[config.mk]
export PLATFORM = sky130hd
export DESIGN_NAME = imu_complementary_attitude_flat
export DESIGN_NICKNAME = d
export VERILOG_FILES = /design/src/hw/rtl/iac_pkg.sv /design/src/hw/rtl/iac_in_if.sv /design/src/hw/rtl/iac_out_if.sv /design/src/hw/rtl/iac_cordic.sv /design/src/hw/rtl/iac_mac.sv /design/src/hw/rtl/imu_complementary_attitude.sv /design/src/flat_wrapper.sv
export SDC_FILE = /design/constraint.sdc
export NUM_CORES = 2
export LEC_CHECK = 0
export BUFFER_PORTS_ARGS = -buffer_cell sky130_fd_sc_hd__buf_2
export CAP_MARGIN = 15
export CORE_ASPECT_RATIO = 0.5
export CORE_UTILIZATION = 40
export CTS_CLUSTER_DIAMETER = 60
export DETAILED_ROUTE_END_ITERATION = 8
export PLACE_DENSITY = 0.65
export SLEW_MARGIN = 20
export SYNTH_ARGS = -nofsm -noshare
export SYNTH_HDL_FRONTEND = slang
export SYNTH_HIERARCHICAL = 1
export SYNTH_SLANG_ARGS = --single-unit
[constraint.sdc]
create_clock -name i_clk -period 8.91 [get_ports i_clk]
set_clock_uncertainty 0.15 [all_clocks]
set_input_delay 1.782 -clock i_clk [delete_from_list [all_inputs] [get_ports i_clk]]
set_output_delay 1.782 -clock i_clk [all_outputs]
set_load 0.1 [all_outputs]
[src/hw/rtl/iac_pkg.sv]
// ----------------------------------------------------------------------------
// iac_pkg: shared types and constants of the attitude filter
// Widths, register indexes, sequencer states and the CORDIC arctangent table.
// ----------------------------------------------------------------------------
package iac_pkg;

    // Field and register widths.
    localparam int SAMPLE_W   = 16;
    localparam int CFG_W      = 16;
    localparam int CFG_IDX_W  = 1;
    localparam int ANG_W      = 27;
    // Accelerometer angle: up to 180 degrees with at most 20 fraction bits.
    localparam int ACC_W      = 29;
    // Multiplier operand: accelerometer angle minus stored angle.
    localparam int MUL_A_W    = 30;
    // CORDIC vector and angle accumulator.
    localparam int CORDIC_W   = 36;
    localparam int Z_W        = 36;
    localparam int ATAN_LEN   = 24;
    localparam int ATAN_W     = 30;
    localparam int IDX_W      = 5;

    // Configuration register indexes and reset values.
    localparam logic [CFG_IDX_W-1:0] REG_GYRO_GAIN    = 1'b0;
    localparam logic [CFG_IDX_W-1:0] REG_ACCEL_WEIGHT = 1'b1;
    localparam logic [CFG_W-1:0]     GYRO_GAIN_RST    = 16'd10230;
    localparam logic [CFG_W-1:0]     ACCEL_WEIGHT_RST = 16'd1311;

    // 180 degrees with 24 fraction bits.
    localparam logic signed [Z_W-1:0] DEG180_Q24 = 36'sd3019898880;

    // Sequencer states.
    typedef enum logic [3:0] {
        S_IDLE,
        S_CP_GO,
        S_CP_WAIT,
        S_CR_GO,
        S_CR_WAIT,
        S_MAC_GO,
        S_MAC_W1,
        S_MAC_W2,
        S_OUT
    } t_state;

    // Multiply-accumulate operations, issued in this order.
    typedef enum logic [2:0] {
        OP_GYRO_P,
        OP_GYRO_R,
        OP_GYRO_Y,
        OP_BLEND_P,
        OP_BLEND_R
    } t_op;

    // CORDIC status seen by the sequencer.
    typedef struct packed {
        logic busy;
        logic done;
    } t_cordic_stat;

    // Control of one multiply-accumulate operation.
    typedef struct packed {
        logic sub;
        logic blend;
    } t_mac_op;

    // atan(2^-i) in degrees with 24 fraction bits.
    function automatic logic [ATAN_W-1:0] atan_q24(input logic [IDX_W-1:0] idx);
        logic [ATAN_W-1:0] v;
        case (idx)
            5'd0:    v = 30'd754974720;
            5'd1:    v = 30'd445687602;
            5'd2:    v = 30'd235489088;
            5'd3:    v = 30'd119537938;
            5'd4:    v = 30'd60000934;
            5'd5:    v = 30'd30029717;
            5'd6:    v = 30'd15018523;
            5'd7:    v = 30'd7509720;
            5'd8:    v = 30'd3754917;
            5'd9:    v = 30'd1877466;
            5'd10:   v = 30'd938734;
            5'd11:   v = 30'd469367;
            5'd12:   v = 30'd234684;
            5'd13:   v = 30'd117342;
            5'd14:   v = 30'd58671;
            5'd15:   v = 30'd29335;
            5'd16:   v = 30'd14668;
            5'd17:   v = 30'd7334;
            5'd18:   v = 30'd3667;
            5'd19:   v = 30'd1833;
            5'd20:   v = 30'd917;
            5'd21:   v = 30'd458;
            5'd22:   v = 30'd229;
            5'd23:   v = 30'd115;
            default: v = '0;
        endcase
        return v;
    endfunction

endpackage

[src/hw/rtl/iac_in_if.sv]
// ----------------------------------------------------------------------------
// iac_in_if: raw six-axis sample channel
// Valid/ready channel carrying one gyro and accelerometer sample.
// ----------------------------------------------------------------------------
interface iac_in_if;
    import iac_pkg::*;

    logic                       valid;
    logic                       ready;
    logic signed [SAMPLE_W-1:0] gyro_x;
    logic signed [SAMPLE_W-1:0] gyro_y;
    logic signed [SAMPLE_W-1:0] gyro_z;
    logic signed [SAMPLE_W-1:0] acc_x;
    logic signed [SAMPLE_W-1:0] acc_y;
    logic signed [SAMPLE_W-1:0] acc_z;

    modport source (
        output valid, gyro_x, gyro_y, gyro_z, acc_x, acc_y, acc_z,
        input  ready
    );

    modport sink (
        input  valid, gyro_x, gyro_y, gyro_z, acc_x, acc_y, acc_z,
        output ready
    );
endinterface

[src/hw/rtl/iac_out_if.sv]
// ----------------------------------------------------------------------------
// iac_out_if: attitude result channel
// Valid/ready channel carrying pitch, roll and yaw in fixed-point degrees.
// ----------------------------------------------------------------------------
interface iac_out_if;
    import iac_pkg::*;

    logic                    valid;
    logic                    ready;
    logic signed [ANG_W-1:0] pitch_deg;
    logic signed [ANG_W-1:0] roll_deg;
    logic signed [ANG_W-1:0] yaw_deg;

    modport source (
        output valid, pitch_deg, roll_deg, yaw_deg,
        input  ready
    );

    modport sink (
        input  valid, pitch_deg, roll_deg, yaw_deg,
        output ready
    );
endinterface

[src/hw/rtl/iac_cordic.sv]
// ----------------------------------------------------------------------------
// iac_cordic: iterative vectoring CORDIC for atan2
// One micro-rotation per cycle; the result is rounded to the angle format.
// ----------------------------------------------------------------------------
module iac_cordic #(
    parameter int CORDIC_STEPS    = 16,
    parameter int ANGLE_FRAC_BITS = 16
) (
    input  logic                                 i_clk,
    input  logic                                 i_rst_n,
    input  logic                                 i_start,
    input  logic signed [iac_pkg::SAMPLE_W-1:0]  i_num,
    input  logic signed [iac_pkg::SAMPLE_W-1:0]  i_den,
    output logic signed [iac_pkg::ACC_W-1:0]     o_angle,
    output iac_pkg::t_cordic_stat                o_stat
);
    import iac_pkg::*;

    localparam int N_ITER    = (CORDIC_STEPS < ATAN_LEN) ? CORDIC_STEPS : ATAN_LEN;
    localparam int OUT_SHIFT = 24 - ANGLE_FRAC_BITS;
    localparam logic signed [Z_W-1:0] Z_HALF = Z_W'(1) <<< (OUT_SHIFT - 1);
    localparam logic [IDX_W-1:0] LAST_IDX = IDX_W'(N_ITER - 1);

    logic signed [CORDIC_W-1:0] r_x, n_x;
    logic signed [CORDIC_W-1:0] r_y, n_y;
    logic signed [Z_W-1:0]      r_z, n_z;
    logic [IDX_W-1:0]           r_i;
    logic                       r_busy;
    logic                       r_done;
    logic                       r_zero;

    logic signed [CORDIC_W-1:0] w_num;
    logic signed [CORDIC_W-1:0] w_den;
    logic signed [CORDIC_W-1:0] w_xs;
    logic signed [CORDIC_W-1:0] w_ys;
    logic signed [Z_W-1:0]      w_atan;
    logic signed [Z_W-1:0]      w_zr;

    // Operands scaled by 2^16.
    assign w_num = CORDIC_W'(i_num) <<< 16;
    assign w_den = CORDIC_W'(i_den) <<< 16;

    // Shared shifters and table lookup for the current micro-rotation.
    assign w_xs   = r_x >>> r_i;
    assign w_ys   = r_y >>> r_i;
    assign w_atan = $signed(Z_W'(atan_q24(r_i)));

    // Next vector and angle: initial quadrant fold on start, else one rotation while busy with a nonzero numerator.
    always_comb begin
        n_x = r_x;
        n_y = r_y;
        n_z = r_z;
        if (i_start) begin
            if (i_den < 0) begin
                n_x = -w_den;
                n_y = -w_num;
                n_z = (i_num >= 0) ? DEG180_Q24 : -DEG180_Q24;
            end else begin
                n_x = w_den;
                n_y = w_num;
                n_z = '0;
            end
            // A zero numerator gives 0 or 180 degrees without rotating.
            if (i_num == 0) begin
                n_z = (i_den < 0) ? DEG180_Q24 : '0;
            end
        end else if (r_busy && !r_zero) begin
            if (!r_y[CORDIC_W-1]) begin
                n_x = r_x + w_ys;
                n_y = r_y - w_xs;
                n_z = r_z + w_atan;
            end else begin
                n_x = r_x - w_ys;
                n_y = r_y + w_xs;
                n_z = r_z - w_atan;
            end
        end
    end

    // Datapath registers.
    always_ff @(posedge i_clk) begin
        r_x <= n_x;
        r_y <= n_y;
        r_z <= n_z;
        if (i_start) begin
            r_zero <= (i_num == 0);
        end
    end

    // Iteration counter and status.
    always_ff @(posedge i_clk) begin
        if (!i_rst_n) begin
            r_i    <= '0;
            r_busy <= 1'b0;
            r_done <= 1'b0;
        end else begin
            r_done <= 1'b0;
            if (i_start) begin
                r_i    <= '0;
                r_busy <= 1'b1;
            end else if (r_busy) begin
                r_i <= r_i + 1'b1;
                if (r_i == LAST_IDX) begin
                    r_busy <= 1'b0;
                    r_done <= 1'b1;
                end
            end
        end
    end

    // Round half up to the output angle format.
    assign w_zr    = (r_z + Z_HALF) >>> OUT_SHIFT;
    assign o_angle = w_zr[ACC_W-1:0];
    assign o_stat  = '{busy: r_busy, done: r_done};

endmodule

[src/hw/rtl/iac_mac.sv]
// ----------------------------------------------------------------------------
// iac_mac: shared multiply, round and saturate unit
// Computes sat(base +/- round(a * b / 2^shift)) over two registered stages.
// ----------------------------------------------------------------------------
module iac_mac #(
    parameter int ANGLE_FRAC_BITS = 16
) (
    input  logic                                i_clk,
    input  logic                                i_rst_n,
    input  logic                                i_start,
    input  iac_pkg::t_mac_op                    i_op,
    input  logic signed [iac_pkg::MUL_A_W-1:0]  i_a,
    input  logic [iac_pkg::CFG_W-1:0]           i_b,
    input  logic signed [iac_pkg::ANG_W-1:0]    i_base,
    output logic signed [iac_pkg::ANG_W-1:0]    o_result,
    output logic                                o_done
);
    import iac_pkg::*;

    localparam int PROD_W      = MUL_A_W + CFG_W + 1;
    localparam int SUM_W       = 32;
    localparam int GYRO_SHIFT  = 24 - ANGLE_FRAC_BITS;
    localparam int BLEND_SHIFT = 16;
    localparam logic signed [PROD_W-1:0] G_HALF = PROD_W'(1) <<< (GYRO_SHIFT - 1);
    localparam logic signed [PROD_W-1:0] B_HALF = PROD_W'(1) <<< (BLEND_SHIFT - 1);
    localparam logic signed [SUM_W-1:0]  SAT_MAX = SUM_W'((64'sd1 <<< (ANG_W - 1)) - 1);
    localparam logic signed [SUM_W-1:0]  SAT_MIN = -(SUM_W'(64'sd1 <<< (ANG_W - 1)));

    logic signed [PROD_W-1:0] r_prod;
    logic signed [ANG_W-1:0]  r_base;
    t_mac_op                  r_op;
    logic                     r_valid;
    logic signed [ANG_W-1:0]  r_result;
    logic                     r_done;

    logic signed [PROD_W-1:0] w_prod;
    logic signed [PROD_W-1:0] w_rs_g;
    logic signed [PROD_W-1:0] w_rs_b;
    logic signed [SUM_W-1:0]  w_rs;
    logic signed [SUM_W-1:0]  w_base;
    logic signed [SUM_W-1:0]  w_sum;
    logic signed [ANG_W-1:0]  w_sat;

    // Stage one: the multiplication.
    assign w_prod = PROD_W'(i_a) * PROD_W'($signed({1'b0, i_b}));

    always_ff @(posedge i_clk) begin
        if (i_start) begin
            r_prod <= w_prod;
            r_base <= i_base;
            r_op   <= i_op;
        end
    end

    // Stage two: round half up, add or subtract, saturate.
    assign w_rs_g = (r_prod + G_HALF) >>> GYRO_SHIFT;
    assign w_rs_b = (r_prod + B_HALF) >>> BLEND_SHIFT;
    assign w_rs   = r_op.blend ? w_rs_b[SUM_W-1:0] : w_rs_g[SUM_W-1:0];
    assign w_base = SUM_W'(r_base);
    assign w_sum  = r_op.sub ? (w_base - w_rs) : (w_base + w_rs);

    always_comb begin
        if (w_sum > SAT_MAX) begin
            w_sat = SAT_MAX[ANG_W-1:0];
        end else if (w_sum < SAT_MIN) begin
            w_sat = SAT_MIN[ANG_W-1:0];
        end else begin
            w_sat = w_sum[ANG_W-1:0];
        end
    end

    always_ff @(posedge i_clk) begin
        if (r_valid) begin
            r_result <= w_sat;
        end
    end

    // Stage valid flags.
    always_ff @(posedge i_clk) begin
        if (!i_rst_n) begin
            r_valid <= 1'b0;
            r_done  <= 1'b0;
        end else begin
            r_valid <= i_start;
            r_done  <= r_valid;
        end
    end

    assign o_result = r_result;
    assign o_done   = r_done;

endmodule

[src/hw/rtl/imu_complementary_attitude.sv]
// ----------------------------------------------------------------------------
// imu_complementary_attitude: complementary-filter attitude estimator
// Integrates gyro rates into pitch, roll and yaw and blends pitch and roll
// toward the accelerometer tilt angles.
// ----------------------------------------------------------------------------
// Usage:
//   i_in carries one raw six-axis sample per transaction; o_out returns the
//   updated pitch, roll and yaw for every sample. The configuration port
//   writes gyro_gain (index 0) and accel_weight (index 1); the user must
//   write them only while idle, which the block itself does not enforce.
// Sequence:
//   Two atan2 evaluations on the shared CORDIC, one micro-rotation per
//   cycle, come first; the five multiply-round-saturate operations then
//   run one after another on the shared multiplier. i_in.ready is high
//   only while the block is idle, so one sample is in flight at a time:
//   a new sample is taken only after the result of the last one has been
//   taken from o_out.
// Reset:
//   Synchronous, active low. Angles clear to zero and the registers take
//   their default gains.
// Stall:
//   A result holds on o_out until it is taken; no new sample is accepted
//   in the meantime.
// ----------------------------------------------------------------------------
module imu_complementary_attitude #(
    parameter int CORDIC_STEPS    = 16,
    parameter int ANGLE_FRAC_BITS = 16
) (
    input  logic                                i_clk,
    input  logic                                i_rst_n,
    iac_in_if.sink                              i_in,
    iac_out_if.source                           o_out,
    input  logic                                i_cfg_we,
    input  logic [iac_pkg::CFG_IDX_W-1:0]       i_cfg_idx,
    input  logic [iac_pkg::CFG_W-1:0]           i_cfg_data
);
    import iac_pkg::*;

    t_state r_state, n_state;
    t_op    r_op,    n_op;

    logic [CFG_W-1:0]           r_gyro_gain;
    logic [CFG_W-1:0]           r_accel_weight;
    logic signed [ANG_W-1:0]    r_pitch;
    logic signed [ANG_W-1:0]    r_roll;
    logic signed [ANG_W-1:0]    r_yaw;
    logic signed [ACC_W-1:0]    r_acc_p;
    logic signed [ACC_W-1:0]    r_acc_r;
    logic signed [SAMPLE_W-1:0] r_gx;
    logic signed [SAMPLE_W-1:0] r_gy;
    logic signed [SAMPLE_W-1:0] r_gz;
    logic signed [SAMPLE_W-1:0] r_ax;
    logic signed [SAMPLE_W-1:0] r_ay;
    logic signed [SAMPLE_W-1:0] r_az;

    logic                       w_in_ready;
    logic                       w_out_valid;
    logic                       w_cordic_start;
    logic                       w_mac_start;
    logic                       w_accept;
    logic                       w_out_done;
    logic signed [SAMPLE_W-1:0] w_cordic_num;
    logic signed [ACC_W-1:0]    w_cordic_angle;
    t_cordic_stat               w_cordic_stat;
    t_mac_op                    w_mac_op;
    logic signed [MUL_A_W-1:0]  w_mac_a;
    logic [CFG_W-1:0]           w_mac_b;
    logic signed [ANG_W-1:0]    w_mac_base;
    logic signed [ANG_W-1:0]    w_mac_result;
    logic                       w_mac_done;

    assign w_accept   = i_in.valid && w_in_ready;
    assign w_out_done = w_out_valid && o_out.ready;

    // Next-state logic of the sequencer.
    always_comb begin
        n_state = r_state;
        case (r_state)
            S_IDLE:    if (w_accept) n_state = S_CP_GO;
            S_CP_GO:   n_state = S_CP_WAIT;
            S_CP_WAIT: if (w_cordic_stat.done) n_state = S_CR_GO;
            S_CR_GO:   n_state = S_CR_WAIT;
            S_CR_WAIT: if (w_cordic_stat.done) n_state = S_MAC_GO;
            S_MAC_GO:  n_state = S_MAC_W1;
            S_MAC_W1:  n_state = S_MAC_W2;
            S_MAC_W2:  n_state = (r_op == OP_BLEND_R) ? S_OUT : S_MAC_GO;
            S_OUT:     if (w_out_done) n_state = S_IDLE;
            default:   n_state = S_IDLE;
        endcase
    end

    // Outputs of the sequencer.
    always_comb begin
        w_in_ready     = 1'b0;
        w_out_valid    = 1'b0;
        w_cordic_start = 1'b0;
        w_mac_start    = 1'b0;
        case (r_state)
            S_IDLE:   w_in_ready     = 1'b1;
            S_CP_GO:  w_cordic_start = 1'b1;
            S_CR_GO:  w_cordic_start = 1'b1;
            S_MAC_GO: w_mac_start    = 1'b1;
            S_OUT:    w_out_valid    = 1'b1;
            default:  w_in_ready     = 1'b0;
        endcase
    end

    // Operation order of the multiply unit.
    always_comb begin
        case (r_op)
            OP_GYRO_P:  n_op = OP_GYRO_R;
            OP_GYRO_R:  n_op = OP_GYRO_Y;
            OP_GYRO_Y:  n_op = OP_BLEND_P;
            OP_BLEND_P: n_op = OP_BLEND_R;
            default:    n_op = OP_GYRO_P;
        endcase
    end

    always_ff @(posedge i_clk) begin
        if (!i_rst_n) begin
            r_state <= S_IDLE;
            r_op    <= OP_GYRO_P;
        end else begin
            r_state <= n_state;
            if (w_accept) begin
                r_op <= OP_GYRO_P;
            end else if (r_state == S_MAC_W2) begin
                r_op <= n_op;
            end
        end
    end

    // Configuration registers.
    always_ff @(posedge i_clk) begin
        if (!i_rst_n) begin
            r_gyro_gain    <= GYRO_GAIN_RST;
            r_accel_weight <= ACCEL_WEIGHT_RST;
        end else if (i_cfg_we) begin
            case (i_cfg_idx)
                REG_GYRO_GAIN:    r_gyro_gain    <= i_cfg_data;
                REG_ACCEL_WEIGHT: r_accel_weight <= i_cfg_data;
                default:          r_gyro_gain    <= r_gyro_gain;
            endcase
        end
    end

    // Sample capture and accelerometer angles.
    always_ff @(posedge i_clk) begin
        if (w_accept) begin
            r_gx <= i_in.gyro_x;
            r_gy <= i_in.gyro_y;
            r_gz <= i_in.gyro_z;
            r_ax <= i_in.acc_x;
            r_ay <= i_in.acc_y;
            r_az <= i_in.acc_z;
        end
        if (r_state == S_CP_WAIT && w_cordic_stat.done) begin
            r_acc_p <= w_cordic_angle;
        end
        if (r_state == S_CR_WAIT && w_cordic_stat.done) begin
            r_acc_r <= w_cordic_angle;
        end
    end

    // Angle state, written back from the multiply unit.
    always_ff @(posedge i_clk) begin
        if (!i_rst_n) begin
            r_pitch <= '0;
            r_roll  <= '0;
            r_yaw   <= '0;
        end else if (r_state == S_MAC_W2 && w_mac_done) begin
            case (r_op)
                OP_GYRO_P:  r_pitch <= w_mac_result;
                OP_GYRO_R:  r_roll  <= w_mac_result;
                OP_GYRO_Y:  r_yaw   <= w_mac_result;
                OP_BLEND_P: r_pitch <= w_mac_result;
                OP_BLEND_R: r_roll  <= w_mac_result;
                default:    r_yaw   <= r_yaw;
            endcase
        end
    end

    // Operand selection for the multiply unit.
    always_comb begin
        w_mac_op   = '{sub: 1'b0, blend: 1'b0};
        w_mac_a    = MUL_A_W'(r_gx);
        w_mac_b    = r_gyro_gain;
        w_mac_base = r_pitch;
        case (r_op)
            OP_GYRO_P: begin
                w_mac_a    = MUL_A_W'(r_gx);
                w_mac_base = r_pitch;
            end
            OP_GYRO_R: begin
                w_mac_op.sub = 1'b1;
                w_mac_a      = MUL_A_W'(r_gy);
                w_mac_base   = r_roll;
            end
            OP_GYRO_Y: begin
                w_mac_a    = MUL_A_W'(r_gz);
                w_mac_base = r_yaw;
            end
            OP_BLEND_P: begin
                // a*(1-w) + acc*w equals a + (acc - a)*w.
                w_mac_op.blend = 1'b1;
                w_mac_a        = MUL_A_W'(r_acc_p) - MUL_A_W'(r_pitch);
                w_mac_b        = r_accel_weight;
                w_mac_base     = r_pitch;
            end
            OP_BLEND_R: begin
                w_mac_op.blend = 1'b1;
                w_mac_a        = MUL_A_W'(r_acc_r) - MUL_A_W'(r_roll);
                w_mac_b        = r_accel_weight;
                w_mac_base     = r_roll;
            end
            default: begin
                w_mac_a = MUL_A_W'(r_gx);
            end
        endcase
    end

    assign w_cordic_num = (r_state == S_CR_GO) ? r_ax : r_ay;

    iac_cordic #(
        .CORDIC_STEPS    (CORDIC_STEPS),
        .ANGLE_FRAC_BITS (ANGLE_FRAC_BITS)
    ) u_cordic (
        .i_clk   (i_clk),
        .i_rst_n (i_rst_n),
        .i_start (w_cordic_start),
        .i_num   (w_cordic_num),
        .i_den   (r_az),
        .o_angle (w_cordic_angle),
        .o_stat  (w_cordic_stat)
    );

    iac_mac #(
        .ANGLE_FRAC_BITS (ANGLE_FRAC_BITS)
    ) u_mac (
        .i_clk    (i_clk),
        .i_rst_n  (i_rst_n),
        .i_start  (w_mac_start),
        .i_op     (w_mac_op),
        .i_a      (w_mac_a),
        .i_b      (w_mac_b),
        .i_base   (w_mac_base),
        .o_result (w_mac_result),
        .o_done   (w_mac_done)
    );

    // Channel outputs.
    assign i_in.ready      = w_in_ready;
    assign o_out.valid     = w_out_valid;
    assign o_out.pitch_deg = r_pitch;
    assign o_out.roll_deg  = r_roll;
    assign o_out.yaw_deg   = r_yaw;

endmodule

[src/flat_wrapper.sv]
// flat-port wrapper written by rule: the top's interface ports become plain ports
module imu_complementary_attitude_flat import iac_pkg::*;
#(
    parameter int CORDIC_STEPS    = 16,
    parameter int ANGLE_FRAC_BITS = 16
)
  (i_clk, i_rst_n, i_cfg_we, i_cfg_idx, i_cfg_data, i_in_valid, i_in_gyro_x, i_in_gyro_y, i_in_gyro_z, i_in_acc_x, i_in_acc_y, i_in_acc_z, i_in_ready, o_out_valid, o_out_pitch_deg, o_out_roll_deg, o_out_yaw_deg, o_out_ready);
  iac_in_if i_in_i ();
  iac_out_if o_out_i ();
  input  logic i_clk;
  input  logic i_rst_n;
  input  logic i_cfg_we;
  input  logic [iac_pkg::CFG_IDX_W-1:0] i_cfg_idx;
  input  logic [iac_pkg::CFG_W-1:0] i_cfg_data;
  input wire logic [$bits(i_in_i.valid)-1:0] i_in_valid;
  input wire logic [$bits(i_in_i.gyro_x)-1:0] i_in_gyro_x;
  input wire logic [$bits(i_in_i.gyro_y)-1:0] i_in_gyro_y;
  input wire logic [$bits(i_in_i.gyro_z)-1:0] i_in_gyro_z;
  input wire logic [$bits(i_in_i.acc_x)-1:0] i_in_acc_x;
  input wire logic [$bits(i_in_i.acc_y)-1:0] i_in_acc_y;
  input wire logic [$bits(i_in_i.acc_z)-1:0] i_in_acc_z;
  output wire logic [$bits(i_in_i.ready)-1:0] i_in_ready;
  output wire logic [$bits(o_out_i.valid)-1:0] o_out_valid;
  output wire logic [$bits(o_out_i.pitch_deg)-1:0] o_out_pitch_deg;
  output wire logic [$bits(o_out_i.roll_deg)-1:0] o_out_roll_deg;
  output wire logic [$bits(o_out_i.yaw_deg)-1:0] o_out_yaw_deg;
  input wire logic [$bits(o_out_i.ready)-1:0] o_out_ready;
  assign i_in_i.valid = i_in_valid;
  assign i_in_i.gyro_x = i_in_gyro_x;
  assign i_in_i.gyro_y = i_in_gyro_y;
  assign i_in_i.gyro_z = i_in_gyro_z;
  assign i_in_i.acc_x = i_in_acc_x;
  assign i_in_i.acc_y = i_in_acc_y;
  assign i_in_i.acc_z = i_in_acc_z;
  assign i_in_ready = i_in_i.ready;
  assign o_out_valid = o_out_i.valid;
  assign o_out_pitch_deg = o_out_i.pitch_deg;
  assign o_out_roll_deg = o_out_i.roll_deg;
  assign o_out_yaw_deg = o_out_i.yaw_deg;
  assign o_out_i.ready = o_out_ready;
  imu_complementary_attitude #(.CORDIC_STEPS(CORDIC_STEPS), .ANGLE_FRAC_BITS(ANGLE_FRAC_BITS)) u_core (.i_clk(i_clk), .i_rst_n(i_rst_n), .i_in(i_in_i), .o_out(o_out_i), .i_cfg_we(i_cfg_we), .i_cfg_idx(i_cfg_idx), .i_cfg_data(i_cfg_data));
endmodule
Yosys cells after proc, flatten, opt, wreduce, memory -nomap -nowiden:

Memories as Yosys holds them, arrays and structs flattened. A register that Yosys moved wholly into a read port is not among the register bits.
Index checks and enable logic that the tools add are counted.

* bits in registers: 493
* memory bits (read-only): 960
* input port bits: 118
* output and inout bits: 83
* word-level logic and storage cells: 138
* memories kept: 1

Memory list
* (no name shown): depth 32, width 30, rd ports 1, clocked after memory_dff 1, wr ports 0, RTL line iac_pkg.sv:69 `case (idx)`

* $add $sub $neg: 16
* $mul: 1
* $lt $le $gt $ge: 4
* equal/unequal tests: 17
* shift-type cells: 2
* multiplexer cells: 41
* bitwise gates (word level): 3
* reduce and logical (&&, ||, !) cells: 24

Operators with widths (count)
* $mux W36: 14
* $pmux W30 S4: 1
* $mux W32: 3
* $add A36 B36 Y36: 2
* $neg A32 Y36: 2
* $sshr A36 B5 Y36: 2
* $sub A36 B36 Y36: 2
* $sub A28 B27 Y29: 2
* $pmux W27 S2: 1
* $add A47 B17 Y47 const B: 1
* $mul A30 B17 Y47: 1
* $add A40 B9 Y40 const B: 1
* $add A36 B31 Y36: 1
* $add A36 B9 Y36 const B: 1
* $pmux W4 S9: 1
* $sub A36 B31 Y36: 1
* $add A27 B32 Y32: 1
* $gt A32 B27 Y1 const B: 1
* $logic_not A32 Y1: 1
* $lt A32 B27 Y1 const B: 1
* $mux W16: 2
* $sub A27 B32 Y32: 1
* $mux W27: 1
* $mux W4: 5
* 26 further kinds: 59

Longest topological paths before layout:

* word-level depth: 7
* mapped depth: 36
* depth with buffers taken out: 35

Cells and area by module:

The synthesis kept the hierarchy.

By module, submodules not included
* iac_mac: instances 1, cells an instance 2633, area an instance 23677.7 um^2, sequential area each 2922.8 um^2
* iac_cordic: instances 1, cells an instance 2423, area an instance 20338.3 um^2, sequential area each 4013.8 um^2
* imu_complementary_attitude: instances 1, cells an instance 1449, area an instance 14064.7 um^2, sequential area each 7026.7 um^2

Least setup slack after synthesis:

Ideal clock, no wire load.

* path kind: reg-to-reg
* from: register u_core.r_roll[1], in the netlist u_core/o_out.roll_deg[1]
* to: register u_core.u_mac.r_prod[43] (data pin)
* setup time: 262 ps
* arrival time: 9110 ps
* required time: 8498 ps
* setup slack: -613 ps
* stages on the path, launching flop included: 34
* buffers on the path: 1
* period minus slack after synthesis: 9523 ps
* cell sequence: dfxtp_1 inv_1 ha_1 nor2b_1 o31a_1 o31a_1 o32a_4 a21boi_1 xor2_1 a211oi_1 a211o_1 clkbuf_1 nand2_1 fa_1 inv_1 fa_1 inv_1 fa_1 inv_1 fa_1 fa_1 inv_1 fa_1 inv_1 ha_1 nand4_1 o31ai_1 a32oi_1 a211o_1 a31oi_1 a211o_1 a21oi_1 o21bai_1 xor2_1

* word-level cells in the longest chain between the ends: 3

RTL lines
* from (decl): RTL line imu_complementary_attitude.sv:45 `logic signed [ANG_W-1:0] r_roll;`
* from (signal assigned): RTL line imu_complementary_attitude.sv:174 `OP_GYRO_R: r_roll <= w_mac_result;`
* from (signal assigned): RTL line imu_complementary_attitude.sv:177 `OP_BLEND_R: r_roll <= w_mac_result;`
* $sub A28 B27 Y29: RTL line imu_complementary_attitude.sv:212 `w_mac_a = MUL_A_W'(r_acc_r) - MUL_A_W'(r_roll);`
* $pmux W30 S4: RTL line imu_complementary_attitude.sv:189 `case (r_op)`
* named net u_core.w_mac_a[11]: RTL line imu_complementary_attitude.sv:66 `logic signed [MUL_A_W-1:0] w_mac_a;`
* $mul A30 B17 Y47: RTL line iac_mac.sv:45 `assign w_prod = PROD_W'(i_a) * PROD_W'($signed({1'b0, i_b}));`
* named net u_core.u_mac.w_prod[43]: RTL line iac_mac.sv:36 `logic signed [PROD_W-1:0] w_prod;`
* to (signal assigned): RTL line iac_mac.sv:49 `r_prod <= w_prod;`
* to (decl): RTL line iac_mac.sv:29 `logic signed [PROD_W-1:0] r_prod;`

The timed path passes the listed nets, and every way through them passes these cells.
A chain may end at the register's enable or synchronous reset.

Worst setup path after layout:

* from: register u_core.r_acc_r[0]
* to: register u_core.u_mac.r_prod[43] (data pin)

* word-level cells in the longest chain between the ends: 3

RTL lines
* from (decl): RTL line imu_complementary_attitude.sv:48 `logic signed [ACC_W-1:0] r_acc_r;`
* from (signal assigned): RTL line imu_complementary_attitude.sv:161 `r_acc_r <= w_cordic_angle;`
* $sub A28 B27 Y29: RTL line imu_complementary_attitude.sv:212
* $pmux W30 S4: RTL line imu_complementary_attitude.sv:189
* named net u_core.w_mac_a[10]: RTL line imu_complementary_attitude.sv:66
* $mul A30 B17 Y47: RTL line iac_mac.sv:45
* named net u_core.u_mac.w_prod[43]: RTL line iac_mac.sv:36

The timed path passes the listed nets, and every way through them passes these cells.

==> summary.md <==
| Metric | Value |
|---|---|
| Vias | about 50000 |
| RSZ-0062 raised after global routing | true |
| Clock sinks | 518 |
| Port buffer count | 200 |
| Rel. slew slack | 0.182 |
| Grt ovf | 0 |
| Synth Instances | around 6500 |
| Slew Viols, Final | 0 |
| Crit path max fanout | 16 |
| WL/cell | about 21 um |
| Ys Warns | 6 |
| H-tree lvl count | 2 |
| Slowest stage cell on the critical path | fa_1 |
| Layout cells sized above 1 | 0.136 |
| Pre-CTS WS | -66.0 ps |
| Vias in the first global route | between 40000 and 50000 |
| Syn_area_per_cell | 8.93 sq um |
| Final ANT Viol Nets | 0 |
| Placement Rows | 98 |
| R2r setup slk | 220 ps |
| Die height | between 200 and 300 um |
| Clock Tree Buf Depth | 3 |
| Die area | roughly 150000 sq um |
| 1st-iter DRT viols | 4327 |
| Fillers | ~14000 |
| Critical Path Start | u_core/r_acc_r[0] |
| Max Cap Viol | 0 |
| Mapped Nets | roughly 7400 |
| CP Data Required Time | around 9200 ps |
| Worst Setup EP | u_core/u_mac/r_prod[43] |
| Mapped Area | 58100 sq um |
| Final instance area | approximately 65000 sq um |
| Buffers and inverters on the worst path | 6 |
| Slew @ Worst Pin | 1220 ps |
| FF-to-FF path depth | 35 |
| Met3 Usage GRT | 0.0391 |
| DR pass1 iterations | 8 |
| First-pass GRT wire length | roughly 270 mm |
| Placed cell area | between 60000 and 70000 sq um |
| Endpoints failing setup | 0 |
| Drt drc | 0 |
| I/O pins | 201 |
| Initial antenna violation count | 4 |
| GR peak layer | met2 |
| Clock Tree Root | clkbuf_16 |
| Post-DP HPWL | 139 mm |
| Met2 Use GR | 0.397 |
| Core region area | around 140000 sq um |
| Final Cycle Share | 0.975 |
| Largest net degree at the start of global routing | 74 |
| Clock latency on the worst-skew pair | around 680 ps |
| CTS Hold Bufs | 0 |
| CTS tree | built |
| Starting Density | 0.405 |
| M1 GR Usage | 0.300 |
| Drt total wl | 178 mm |
| Reg2reg start | u_core/r_acc_r[0] |
| Commonest non-fill, non-tap cell in the layout | nand2_1 |
| Crit path DAT | 8960 ps |
| Final Hold Viols | 0 |
| Top delay family on crit path | adder cells |
| Synth-to-Final Area Change | 11.1% |
| Most frequent CP cell | fa_1 |
| Post-layout minimum cycle time | 8690 ps |
| Clock Pin Slew Worst Setup and Hold Paths | roughly 60 ps |
| Die width | 541 um |
| Critical Path Start Type | register |
| Final setup margin | ~220 ps |
| Commonest cells after routing, fill and taps aside | 949 x nand2_1, 748 x inv_1, 460 x fa_1, 366 x nor2_1, 359 x edfxtp_1 |
| Critical path depth | 35 |
| CP peak stage delay | 540 ps |
| Final Net Count | 7615 |
| Status | completed |
| Vias per std cell | 5.65 |
| Total CTS buffers | 55 |
| GP Congestion | approximately 1 |
| Class of the worst hold path | reg -> reg |
| GRT Util Overall | 0.237 |
| Crit path kind | reg -> reg |
| Reg-to-reg endpoint | u_core/u_mac/r_prod[43] |
| F_max | 0.115 GHz |
| Critical path capture point type | register |
-- final cells by class --
| class | count | area (sq um) | area share |
|---|---|---|---|
| multi-input cells | 4894 | 40100 | 0.621 |
| flip-flops and latches | 518 | 14000 | 0.217 |
| repair buffers | 475 | 3250 | 0.0504 |
| inverters | 760 | 2850 | 0.0442 |
| well taps | 1900 | 2380 | 0.0368 |
| clock buffers | 69 | 1480 | 0.0230 |
| clock inverters | 35 | 452 | 0.00700 |
| diodes | 1 | 2.50 | 0.0000388 |
-- per-stage QoR --
stage	utilization	setup TNS [ps]	hold slack, ps	instances
2_1_floorplan	-	-127	285	6504
3_3_place_gp	0.434	0	297	8539
3_5_place_dp	0.434	-67.4	298	8539
4_1_cts	0.447	0	318	8644
5_1_grt	0.450	-449	339	8652
6_report	0.450	0	315	8652
-- worst min path at each step --
stage	from	end	slack [ps]	cells after the start
finish	u_core/r_accel_weight[0]	u_core/r_accel_weight[0]	310	2
global placement	u_core/r_accel_weight[0]	u_core/r_accel_weight[0]	300	2
floorplan	u_core/r_gyro_gain[10]	u_core/r_gyro_gain[10]	290	2
CTS	u_core/r_accel_weight[7]	u_core/r_accel_weight[7]	320	2
global route	u_core/r_gyro_gain[0]	u_core/r_gyro_gain[0]	340	2
detailed placement	u_core/r_gyro_gain[5]	u_core/r_gyro_gain[5]	300	2
-- metal layers --
layer,vias to the layer above,part of all wire,wire length (um)
met3,411,0.071,12700
met4,6,0.050,8950
met5,-,0.00016,28
met1,23900,0.40,72000
li1,22700,-,-
met2,1842,0.47,84500
-- timing repair --
action | 4_1_cts | 5_1_grt
pin swaps | 4 | 41
buffers inserted | 1 | 7
setup endpoints to repair | 2 | 16
resized for setup | 2 | 59
-- sequential cells by signal (all words and copies together) (netlist names), 16 cells and up --
signal,flops
u_core/u_mac/r_prod,40
u_core/u_cordic/r_x,36
u_core/u_cordic/r_y,36
u_core/u_cordic/r_z,36
u_core/u_cordic/w_atan,30
u_core/r_acc_p,29
u_core/r_acc_r,29
u_core/o_out.pitch_deg,27
u_core/o_out.roll_deg,27
u_core/o_out.yaw_deg,27
u_core/u_mac/o_result,27
u_core/u_mac/r_base,27
u_core/r_accel_weight,16
u_core/r_ax,16
u_core/r_ay,16
u_core/r_az,16
u_core/r_gx,16
u_core/r_gy,16
u_core/r_gyro_gain,16
u_core/r_gz,16
-- tightest hold or removal path, stage by stage, from the launching register on --
cell     delay, ps
dfxtp_1        320
nand2_1         50
nand3_1         70
Power is left out: the tool's default activity adds up to more than one toggle a clock period on the data nets, which glitch-free logic cannot reach.
